File: src/rtl/bmph_pkg.sv
package bmph_pkg;

    // One input beat: one bar's intensity
    typedef struct packed {
        logic [3:0] bar_index;
        logic [7:0] level;
    } item_t;

    // One output beat: one pixel of a bar column
    typedef struct packed {
        logic [3:0] column;
        logic [3:0] row;
        logic [1:0] pixel_kind;
        logic [7:0] palette_index;
        logic       last_row;
    } pixel_t;

    // Pixel kinds
    localparam logic [1:0] KIND_BLACK   = 2'd0;
    localparam logic [1:0] KIND_PALETTE = 2'd1;
    localparam logic [1:0] KIND_WHITE   = 2'd2;

    // Configuration register indexes
    typedef enum logic {
        CFG_DISPLAY_MODE = 1'b0,
        CFG_DECAY_PERIOD = 1'b1
    } cfg_index_t;

    localparam logic       DISPLAY_MODE_RESET = 1'b0;
    localparam logic [7:0] DECAY_PERIOD_RESET = 8'd4;

    // Rounded divide by 510 as multiply and shift; exact for numerators below 2^16
    localparam int RECIP_SHIFT = 24;
    localparam int RECIP_510   = ((2 ** RECIP_SHIFT) + 509) / 510;

    // Entries in the command queue between front and back
    localparam int CMDQ_DEPTH = 2;

endpackage

File: src/rtl/bmph_front.sv
module bmph_front #(
    parameter int BAR_COUNT  = 16,
    parameter int BAR_HEIGHT = 16,
    parameter int CMD_W      = 21
) (
    input  logic                 clk,
    input  logic                 rst_n,
    input  logic                 item_valid,
    output logic                 item_stall,
    input  bmph_pkg::item_t      item,
    input  logic                 display_mode,
    input  logic [7:0]           decay_period,
    output logic                 q_push,
    output logic [CMD_W-1:0]     q_data,
    input  logic                 q_full
);

    localparam int RW = $clog2(BAR_HEIGHT);
    localparam int HW = $clog2(BAR_HEIGHT + 1);
    localparam int PD = (BAR_COUNT < 16) ? BAR_COUNT : 16;
    localparam int IW = $clog2(PD);
    localparam int K1 = 2 * BAR_HEIGHT * bmph_pkg::RECIP_510;
    localparam int K2 = 255 * bmph_pkg::RECIP_510;

    typedef struct packed {
        logic [3:0]    bar;
        logic          mode;
        logic [7:0]    pal;
        logic [RW-1:0] h;
        logic [RW-1:0] peak;
    } cmd_t;

    logic          a_valid_reg, a_valid_next;
    logic [3:0]    a_bar_reg;
    logic [HW-1:0] a_hraw_reg;
    logic [31:0]   prod;
    logic          accept, in_range, b_go;

    logic [RW-1:0] peak_reg [PD];
    logic [7:0]    frame_phase_reg, frame_phase_next;

    logic [7:0]    bar_pal_tab  [PD];
    logic [7:0]    peak_pal_tab [BAR_HEIGHT];

    logic [IW-1:0] idx;
    logic [RW-1:0] h, peak_old, peak_new, peak_decayed;
    logic          last_bar;
    logic [7:0]    period;
    logic [8:0]    phase_inc;
    cmd_t          cmd;

    // Build palette tables from constants
    for (genvar g = 0; g < PD; g++) begin : g_bar_pal
        localparam int PAL = (2 * g * 255 + BAR_COUNT) / (2 * BAR_COUNT);
        assign bar_pal_tab[g] = 8'(PAL);
    end
    for (genvar g = 0; g < BAR_HEIGHT; g++) begin : g_peak_pal
        localparam int PAL = (2 * g * 255 + BAR_HEIGHT) / (2 * BAR_HEIGHT);
        assign peak_pal_tab[g] = 8'(PAL);
    end

    // Stage A: accept, drop out-of-range bars, scale level to a raw height
    assign in_range   = 7'(item.bar_index) < 7'(BAR_COUNT);
    assign b_go       = a_valid_reg && !q_full;
    assign item_stall = a_valid_reg && !b_go;
    assign accept     = item_valid && !item_stall;
    assign prod       = 32'(item.level) * 32'(K1) + 32'(K2);

    always_comb
    begin
        a_valid_next = a_valid_reg;
        if (accept)
        begin
            a_valid_next = in_range;
        end
        else if (b_go)
        begin
            a_valid_next = 1'b0;
        end
    end

    always_ff @(posedge clk or negedge rst_n)
    begin
        if (!rst_n)
        begin
            a_valid_reg <= 1'b0;
        end
        else
        begin
            a_valid_reg <= a_valid_next;
        end
    end

    always_ff @(posedge clk)
    begin
        if (accept)
        begin
            a_bar_reg  <= item.bar_index;
            a_hraw_reg <= prod[bmph_pkg::RECIP_SHIFT +: HW];
        end
    end

    // Stage B: clamp, raise peak, pick palette, decay, build command
    assign idx      = a_bar_reg[IW-1:0];
    assign h        = (a_hraw_reg > HW'(BAR_HEIGHT - 1)) ? RW'(BAR_HEIGHT - 1)
                                                         : a_hraw_reg[RW-1:0];
    assign peak_old = peak_reg[idx];
    assign peak_new = (h > peak_old) ? h : peak_old;
    assign peak_decayed = (frame_phase_reg == 8'd0 && peak_new != '0)
                          ? peak_new - RW'(1) : peak_new;
    assign last_bar = 7'(a_bar_reg) == 7'(BAR_COUNT - 1);

    assign period    = (decay_period == 8'd0) ? 8'd1 : decay_period;
    assign phase_inc = {1'b0, frame_phase_reg} + 9'd1;

    always_comb
    begin
        frame_phase_next = frame_phase_reg;
        if (b_go && last_bar)
        begin
            frame_phase_next = (phase_inc >= {1'b0, period}) ? 8'd0 : phase_inc[7:0];
        end
    end

    always_comb
    begin
        cmd.bar  = a_bar_reg;
        cmd.mode = display_mode;
        cmd.pal  = display_mode ? peak_pal_tab[peak_new] : bar_pal_tab[idx];
        cmd.h    = h;
        cmd.peak = peak_new;
    end

    assign q_push = b_go;
    assign q_data = cmd;

    // Commit peak and frame phase when the command enters the queue
    always_ff @(posedge clk or negedge rst_n)
    begin
        if (!rst_n)
        begin
            for (int i = 0; i < PD; i++)
            begin
                peak_reg[i] <= '0;
            end
            frame_phase_reg <= 8'd0;
        end
        else
        begin
            if (b_go)
            begin
                peak_reg[idx] <= peak_decayed;
            end
            frame_phase_reg <= frame_phase_next;
        end
    end

endmodule

File: src/rtl/bmph_queue.sv
module bmph_queue #(
    parameter int WIDTH = 21
) (
    input  logic             clk,
    input  logic             rst_n,
    input  logic             push,
    input  logic [WIDTH-1:0] push_data,
    output logic             full,
    input  logic             pop,
    output logic             not_empty,
    output logic [WIDTH-1:0] pop_data
);

    localparam int DEPTH = bmph_pkg::CMDQ_DEPTH;
    localparam int AW    = $clog2(DEPTH);
    localparam int CW    = $clog2(DEPTH + 1);

    logic [WIDTH-1:0] mem_reg [DEPTH];
    logic [AW-1:0]    wr_ptr_reg, rd_ptr_reg;
    logic [CW-1:0]    count_reg, count_next;

    assign full      = count_reg == CW'(DEPTH);
    assign not_empty = count_reg != '0;
    assign pop_data  = mem_reg[rd_ptr_reg];

    always_comb
    begin
        count_next = count_reg;
        if (push && !pop)
        begin
            count_next = count_reg + CW'(1);
        end
        else if (pop && !push)
        begin
            count_next = count_reg - CW'(1);
        end
    end

    // Advance pointers and count
    always_ff @(posedge clk or negedge rst_n)
    begin
        if (!rst_n)
        begin
            wr_ptr_reg <= '0;
            rd_ptr_reg <= '0;
            count_reg  <= '0;
        end
        else
        begin
            if (push)
            begin
                wr_ptr_reg <= (wr_ptr_reg == AW'(DEPTH - 1)) ? '0 : wr_ptr_reg + AW'(1);
            end
            if (pop)
            begin
                rd_ptr_reg <= (rd_ptr_reg == AW'(DEPTH - 1)) ? '0 : rd_ptr_reg + AW'(1);
            end
            count_reg <= count_next;
        end
    end

    // Store entries
    always_ff @(posedge clk)
    begin
        if (push)
        begin
            mem_reg[wr_ptr_reg] <= push_data;
        end
    end

endmodule

File: src/rtl/bmph_back.sv
module bmph_back #(
    parameter int BAR_HEIGHT = 16,
    parameter int CMD_W      = 21
) (
    input  logic              clk,
    input  logic              rst_n,
    input  logic              q_valid,
    output logic              q_pop,
    input  logic [CMD_W-1:0]  q_data,
    output logic              pixel_valid,
    input  logic              pixel_stall,
    output bmph_pkg::pixel_t  pixel
);

    localparam int RW = $clog2(BAR_HEIGHT);

    typedef struct packed {
        logic [3:0]    bar;
        logic          mode;
        logic [7:0]    pal;
        logic [RW-1:0] h;
        logic [RW-1:0] peak;
    } cmd_t;

    cmd_t             cmd_reg;
    logic             busy_reg, busy_next;
    logic [RW-1:0]    row_reg, row_next;
    logic             out_valid_reg;
    bmph_pkg::pixel_t out_reg, pix;
    logic             adv, last, fetch;

    assign adv   = !out_valid_reg || !pixel_stall;
    assign last  = row_reg == RW'(BAR_HEIGHT - 1);
    assign fetch = q_valid && (!busy_reg || (adv && last));
    assign q_pop = fetch;

    // Sequence rows of the current bar; pick up the next bar on the last row
    always_comb
    begin
        busy_next = busy_reg;
        row_next  = row_reg;
        if (fetch)
        begin
            busy_next = 1'b1;
            row_next  = '0;
        end
        else if (busy_reg && adv)
        begin
            if (last)
            begin
                busy_next = 1'b0;
            end
            else
            begin
                row_next = row_reg + RW'(1);
            end
        end
    end

    // Shade one pixel
    always_comb
    begin
        pix.column        = cmd_reg.bar;
        pix.row           = 4'(row_reg);
        pix.last_row      = last;
        pix.pixel_kind    = bmph_pkg::KIND_BLACK;
        pix.palette_index = 8'd0;
        if (!cmd_reg.mode)
        begin
            if (row_reg == cmd_reg.peak)
            begin
                pix.pixel_kind = bmph_pkg::KIND_WHITE;
            end
            else if (row_reg < cmd_reg.h)
            begin
                pix.pixel_kind    = bmph_pkg::KIND_PALETTE;
                pix.palette_index = cmd_reg.pal;
            end
        end
        else if (row_reg == cmd_reg.peak)
        begin
            pix.pixel_kind    = bmph_pkg::KIND_PALETTE;
            pix.palette_index = cmd_reg.pal;
        end
    end

    always_ff @(posedge clk or negedge rst_n)
    begin
        if (!rst_n)
        begin
            busy_reg      <= 1'b0;
            row_reg       <= '0;
            out_valid_reg <= 1'b0;
        end
        else
        begin
            busy_reg <= busy_next;
            row_reg  <= row_next;
            if (adv)
            begin
                out_valid_reg <= busy_reg;
            end
        end
    end

    // Hold command and output beat
    always_ff @(posedge clk)
    begin
        if (fetch)
        begin
            cmd_reg <= q_data;
        end
        if (adv && busy_reg)
        begin
            out_reg <= pix;
        end
    end

    assign pixel_valid = out_valid_reg;
    assign pixel       = out_reg;

endmodule

File: src/rtl/bar_meter_peak_hold_top.sv
// Bar meter with peak hold.
// Item channel (item_valid / item_stall / item): one beat per bar carries
// bar_index and an 8-bit level. A beat with a bar_index of BAR_COUNT or more
// is taken and dropped. Each kept beat yields BAR_HEIGHT pixel beats on the
// pixel channel (pixel_valid / pixel_stall / pixel), bottom row first, with
// last_row set on the top row.
// Configuration channel (cfg_valid / cfg_ready / cfg_index / cfg_data):
// always ready; write only while no pixels are pending.
// The first pixel of a bar passes through the scale register, the peak
// update into the command queue, the row sequencer and the output
// register. Throughput: one pixel per cycle while pixel_stall is low,
// set by the single-pixel output of the row sequencer; the front keeps
// accepting items while the two-entry command queue has room.
// Reset clears all stored peaks, the frame phase and both registers
// (display_mode 0, decay_period 4). When pixel_stall is high the output beat
// holds, the row sequencer waits, the queue fills and then item_stall rises.
module bar_meter_peak_hold_top #(
    parameter int BAR_COUNT  = 16,
    parameter int BAR_HEIGHT = 16
) (
    input  logic                 clk,
    input  logic                 rst_n,
    input  logic                 item_valid,
    output logic                 item_stall,
    input  bmph_pkg::item_t      item,
    output logic                 pixel_valid,
    input  logic                 pixel_stall,
    output bmph_pkg::pixel_t     pixel,
    input  logic                 cfg_valid,
    output logic                 cfg_ready,
    input  bmph_pkg::cfg_index_t cfg_index,
    input  logic [7:0]           cfg_data
);

    localparam int RW    = $clog2(BAR_HEIGHT);
    localparam int CMD_W = 13 + 2 * RW;

    logic             display_mode_reg;
    logic [7:0]       decay_period_reg;
    logic             q_push, q_full, q_pop, q_valid;
    logic [CMD_W-1:0] q_wdata, q_rdata;

    // Configuration registers
    assign cfg_ready = 1'b1;

    always_ff @(posedge clk or negedge rst_n)
    begin
        if (!rst_n)
        begin
            display_mode_reg <= bmph_pkg::DISPLAY_MODE_RESET;
            decay_period_reg <= bmph_pkg::DECAY_PERIOD_RESET;
        end
        else if (cfg_valid && cfg_ready)
        begin
            case (cfg_index)
                bmph_pkg::CFG_DISPLAY_MODE: display_mode_reg <= cfg_data[0];
                bmph_pkg::CFG_DECAY_PERIOD: decay_period_reg <= cfg_data;
                default:                    display_mode_reg <= display_mode_reg;
            endcase
        end
    end

    bmph_front #(
        .BAR_COUNT  (BAR_COUNT),
        .BAR_HEIGHT (BAR_HEIGHT),
        .CMD_W      (CMD_W)
    ) u_front (
        .clk          (clk),
        .rst_n        (rst_n),
        .item_valid   (item_valid),
        .item_stall   (item_stall),
        .item         (item),
        .display_mode (display_mode_reg),
        .decay_period (decay_period_reg),
        .q_push       (q_push),
        .q_data       (q_wdata),
        .q_full       (q_full)
    );

    bmph_queue #(
        .WIDTH (CMD_W)
    ) u_queue (
        .clk       (clk),
        .rst_n     (rst_n),
        .push      (q_push),
        .push_data (q_wdata),
        .full      (q_full),
        .pop       (q_pop),
        .not_empty (q_valid),
        .pop_data  (q_rdata)
    );

    bmph_back #(
        .BAR_HEIGHT (BAR_HEIGHT),
        .CMD_W      (CMD_W)
    ) u_back (
        .clk         (clk),
        .rst_n       (rst_n),
        .q_valid     (q_valid),
        .q_pop       (q_pop),
        .q_data      (q_rdata),
        .pixel_valid (pixel_valid),
        .pixel_stall (pixel_stall),
        .pixel       (pixel)
    );

endmodule

File: config.mk
export PLATFORM = sky130hd
export DESIGN_NAME = bar_meter_peak_hold_top
export DESIGN_NICKNAME = d
export VERILOG_FILES = /design/src/rtl/bmph_pkg.sv /design/src/rtl/bmph_front.sv /design/src/rtl/bmph_queue.sv /design/src/rtl/bmph_back.sv /design/src/rtl/bar_meter_peak_hold_top.sv
export SDC_FILE = /design/constraint.sdc
export NUM_CORES = 1
export LEC_CHECK = 0
export BUFFER_PORTS_ARGS = -buffer_cell sky130_fd_sc_hd__buf_2
export CAP_MARGIN = 20
export CORE_ASPECT_RATIO = 0.8
export CORE_MARGIN = 5
export CORE_UTILIZATION = 40
export DETAILED_ROUTE_END_ITERATION = 10
export PLACE_DENSITY_LB_ADDON = 0.25
export SLEW_MARGIN = 20
export SYNTH_ARGS = -nofsm -noshare
export SYNTH_HDL_FRONTEND = slang
export SYNTH_SLANG_ARGS = --single-unit
File: constraint.sdc
create_clock -name clk -period 6.4 [get_ports clk]
set_input_delay 0.64 -clock clk [delete_from_list [all_inputs] [get_ports clk]]
set_output_delay 0.64 -clock clk [all_outputs]
set_load 0.005 [all_outputs]
==> metrics.md <==
| Metric | Value |
|---|---|
| Outcome | complete, no violations |
| Port Buffers | 46 |
| Root Driver | clkbuf_16 |
| Min Tclk post-route | 5.26 ns |
| Antenna cells | 0 |
| Vias | 4744 |
| Global-route wire length before repair | 25900 um |
| Largest net degree at the start of global routing | 82 |
| CP startpoint | u_front.a_bar_reg[0] |
| Tcrit/Tclk final | 0.822 |
| Clk pin slew, worst setup/hold paths | 0.06 ns |
| Drt total wl | 15100 um |
| Lkg Pwr | 0.00389 uW |
| Top_reg_cell synth | dfrtp_1 |
| 1st-iter DRT viols | 259 |
| P per Cell Area | 456 mW/mm2 |
| Starting Density | 0.407 |
| Die ar. | 0.0232 mm2 |
| Clock sinks | 171 |
| Max cap viols | 0 |
| Placed cell area | 0.00853 mm2 |
| Bufs on Longest Clock Path | 2 |
| WP data required | 6.76 ns |
| CTS buffer count | 17 |
| Hold Path Class | in -> async |
| Syn nets | 671 |
| CTS tree | built |
| 1st-pass router iterations | 4 |
| Die width | 169 um |
| Critical Path Sink Type | flip-flop |
| Die Ht | 137 um |
| Share of the synthesized area in the top cell type | 0.293 |
| Maximum vdd ir drop | 0.000182 V |
| Gr ovfl total | 0 |
| Async SR Flop Fraction | 0.538 |
| H-tree levels | 4 |
| Drt drc | 0 |
| Post-synth EDFFs | 79 |
| Slew margin rel. | 0.374 |
| Met2 wire length | 6950 um |
| Max FFs per register | 64 |
| Reg2reg end | u_front.peak_reg[10] |
| Startpoint Class | flip-flop |
| Pre-CTS worst setup slack | 1.13 ns |
| Sw Pwr | 1330 uW |
| Slew @ Worst Pin | 0.939 ns |
| Resize count post-CTS | 0 |
| Via/cell ratio | 5.10 |
| Area Overhead vs Synth | 13.0% |
| Final GP Congestion | 0.824 |
| Count of cell types in the netlist | 56 |
| WL met1 | 7160 um |
| Arrival @ worst endpoint | 5.62 ns |
| Initial antenna violation count | 0 |
| Total GRT Usage | 0.143 |
| CP Capture Point | u_front.peak_reg[10] |
| Ports | 48 |
| Flops & latches, synth | 171 |
| R2r setup slk | 1.14 ns |
| Post CTS Setup Buffer Count | 0 |
| Syn Area/Cell | 13.2 um2 |
| Max Clk Rate | 0.190 GHz |
| DP HPWL | 10500 um |
| Combinational share of power | 0.308 |
| Final hold vios | 0 |
| Setup Viol. Count Final | 0 |
| Top sig layer | met4 |
| Synth warn | 0 |
| Sum of negative setup slack | 0 ns |
| Reg2Reg Depth | 14 |
| Wire per inst | 16.3 um |
| Worst skew pair latency | 0.42 ns |
| Vias in the first global route | 4945 |
| Reg2reg start | u_front.a_bar_reg[0] |
| Pint | 2830 uW |
| Worst Path Max Fanout | 16 |
| Final slew viol count | 0 |
| Syn Std Cell Area | 0.00809 mm2 |
| Metal3 WL | 805 um |
| Synth area leaders | edfxtp_1 29%, dfrtp_1 28%, mux2_2 7.1%, ha_1 5.1%, mux4_2 2.8% |
| Register area share after synthesis | 0.578 |
| Core footprint | 0.0199 mm2 |
| RSZ-0062 raised after global routing | no |
| ANT nets after route | 0 |
| Sequential share of power | 0.438 |
| Clock power frac | 0.255 |
| Synth area leader | edfxtp_1 |
| Fraction of layout instances using a drive strength above 1 | 0.244 |
| CTS Hold Bufs | 0 |
| FP Rows | 46 |
| Worst Slack Setup Final | 1.14 ns |
| Clock Skews | 0.00803 ns |
| Switching part of the total power | 0.320 |
| Design area | 0.00913 mm2 |
| Syn Inst Count | 612 |
| # nets final | 713 |
| Worst Setup Path Type | reg -> reg |
[metal layers]
metal / vias up / global-route usage
li1: 2313 / -
met1: 2310 / 0.194
met2: 106 / 0.225
met3: 15 / 0.0309
met4: 0 / 0.0559
met5: - / 0
[layout by cell type (no fill, tap or decap), types with 5 or more instances in the layout]
cell,synthesis,routed
nand3_1,29,29
ha_1,33,33
edfxtp_1,79,79
nand2_1,60,60
nor2b_1,11,11
mux2_4,11,11
nor2_1,22,22
mux4_1,6,6
o21ai_1,10,10
mux4_2,10,10
inv_1,32,32
mux2_2,51,51
dfrtp_1,91,91
nor3_1,5,5
and3_1,6,6
xnor2_1,8,8
o21ai_0,35,35
a21oi_1,7,7
a32o_1,5,5
buf_2,8,45
clkbuf_16,0,17
a22o_1,7,7
xor2_1,11,11
[kinds of logic (layout without fill, tap and decap cells)]
logic type,count (synthesis),after routing,share of synthesized area
flip-flops,171,171,0.578
XOR/XNOR,20,20,0.0226
adder cells (fa/ha/maj),33,33,0.0511
AND/OR/NAND/NOR,149,149,0.0851
buffers and inverters,61,116,0.0347
AO/OA/AOI/OAI,94,94,0.0803
other,1,1,0.000464
multiplexers,83,83,0.147
[how the worst min path moves through the flow]
stage | start | endpoint | slack [ns]
after floorplan | rst_n | decay_period_reg[0] | 0.34
after detailed placement | u_back.cmd_reg[17] | u_back.pixel[15] | 0.41
after global routing | rst_n | u_back.row_reg[1] | 0.04
final | rst_n | u_back.row_reg[1] | 0.05
after global placement | u_back.cmd_reg[17] | u_back.pixel[15] | 0.41
after CTS | rst_n | u_back.row_reg[1] | 0.03
[worst max-delay path: stages (launching register included)]
cell      delay, ns
edfxtp_1       0.91
buf_4          0.32
mux4_1         0.60
a221oi_2       0.36
ha_1           0.31
a21oi_1        0.14
o21ai_0        0.09
o21ai_1        0.34
mux2i_2        0.55
inv_1          0.14
ha_1           0.31
ha_1           0.29
a311o_1        0.28
o21ai_2        0.25
mux2_2         0.28
[through the flow]
step	power (uW)	hold slack (ns)	util	cells
after global placement	3070	0.405	0.429	899
final	4160	0.0507	0.460	931
after detailed placement	3140	0.408	0.429	899
after CTS	4210	0.0304	0.460	931
after global routing	4440	0.0417	0.460	931
after floorplan	2790	0.344	-	612
[Yosys cell counts, types with 11 or more instances]
master and instances:
inv_1 32, edfxtp_1 79, nand2_1 60, ha_1 33
dfrtp_1 91, mux2_4 11, nor2b_1 11, nand3_1 29
xor2_1 11, o21ai_0 35, mux2_2 51, clkbuf_1 11
nor2_1 22
[power by group through the flow]
| stage | logic [uW] | clock network, uW | registers (uW) |
|---|---|---|---|
| after detailed placement | 1300 | 0 | 1850 |
| after CTS | 1300 | 1080 | 1830 |
| final | 1280 | 1060 | 1820 |
| after global placement | 1250 | 0 | 1830 |
| after global routing | 1450 | 1130 | 1870 |
| after floorplan | 1050 | 0 | 1730 |
[cell type report]
class,count,area (um2)
repair buffers,50,267
clock inverters,14,175
clock buffers,18,429
inverters,34,128
flip-flops and latches,171,4680
multi-input cells,380,3130
fillers,1779,10700
well taps,264,330
No activity file was read; power rests on OpenSTA's default activity.
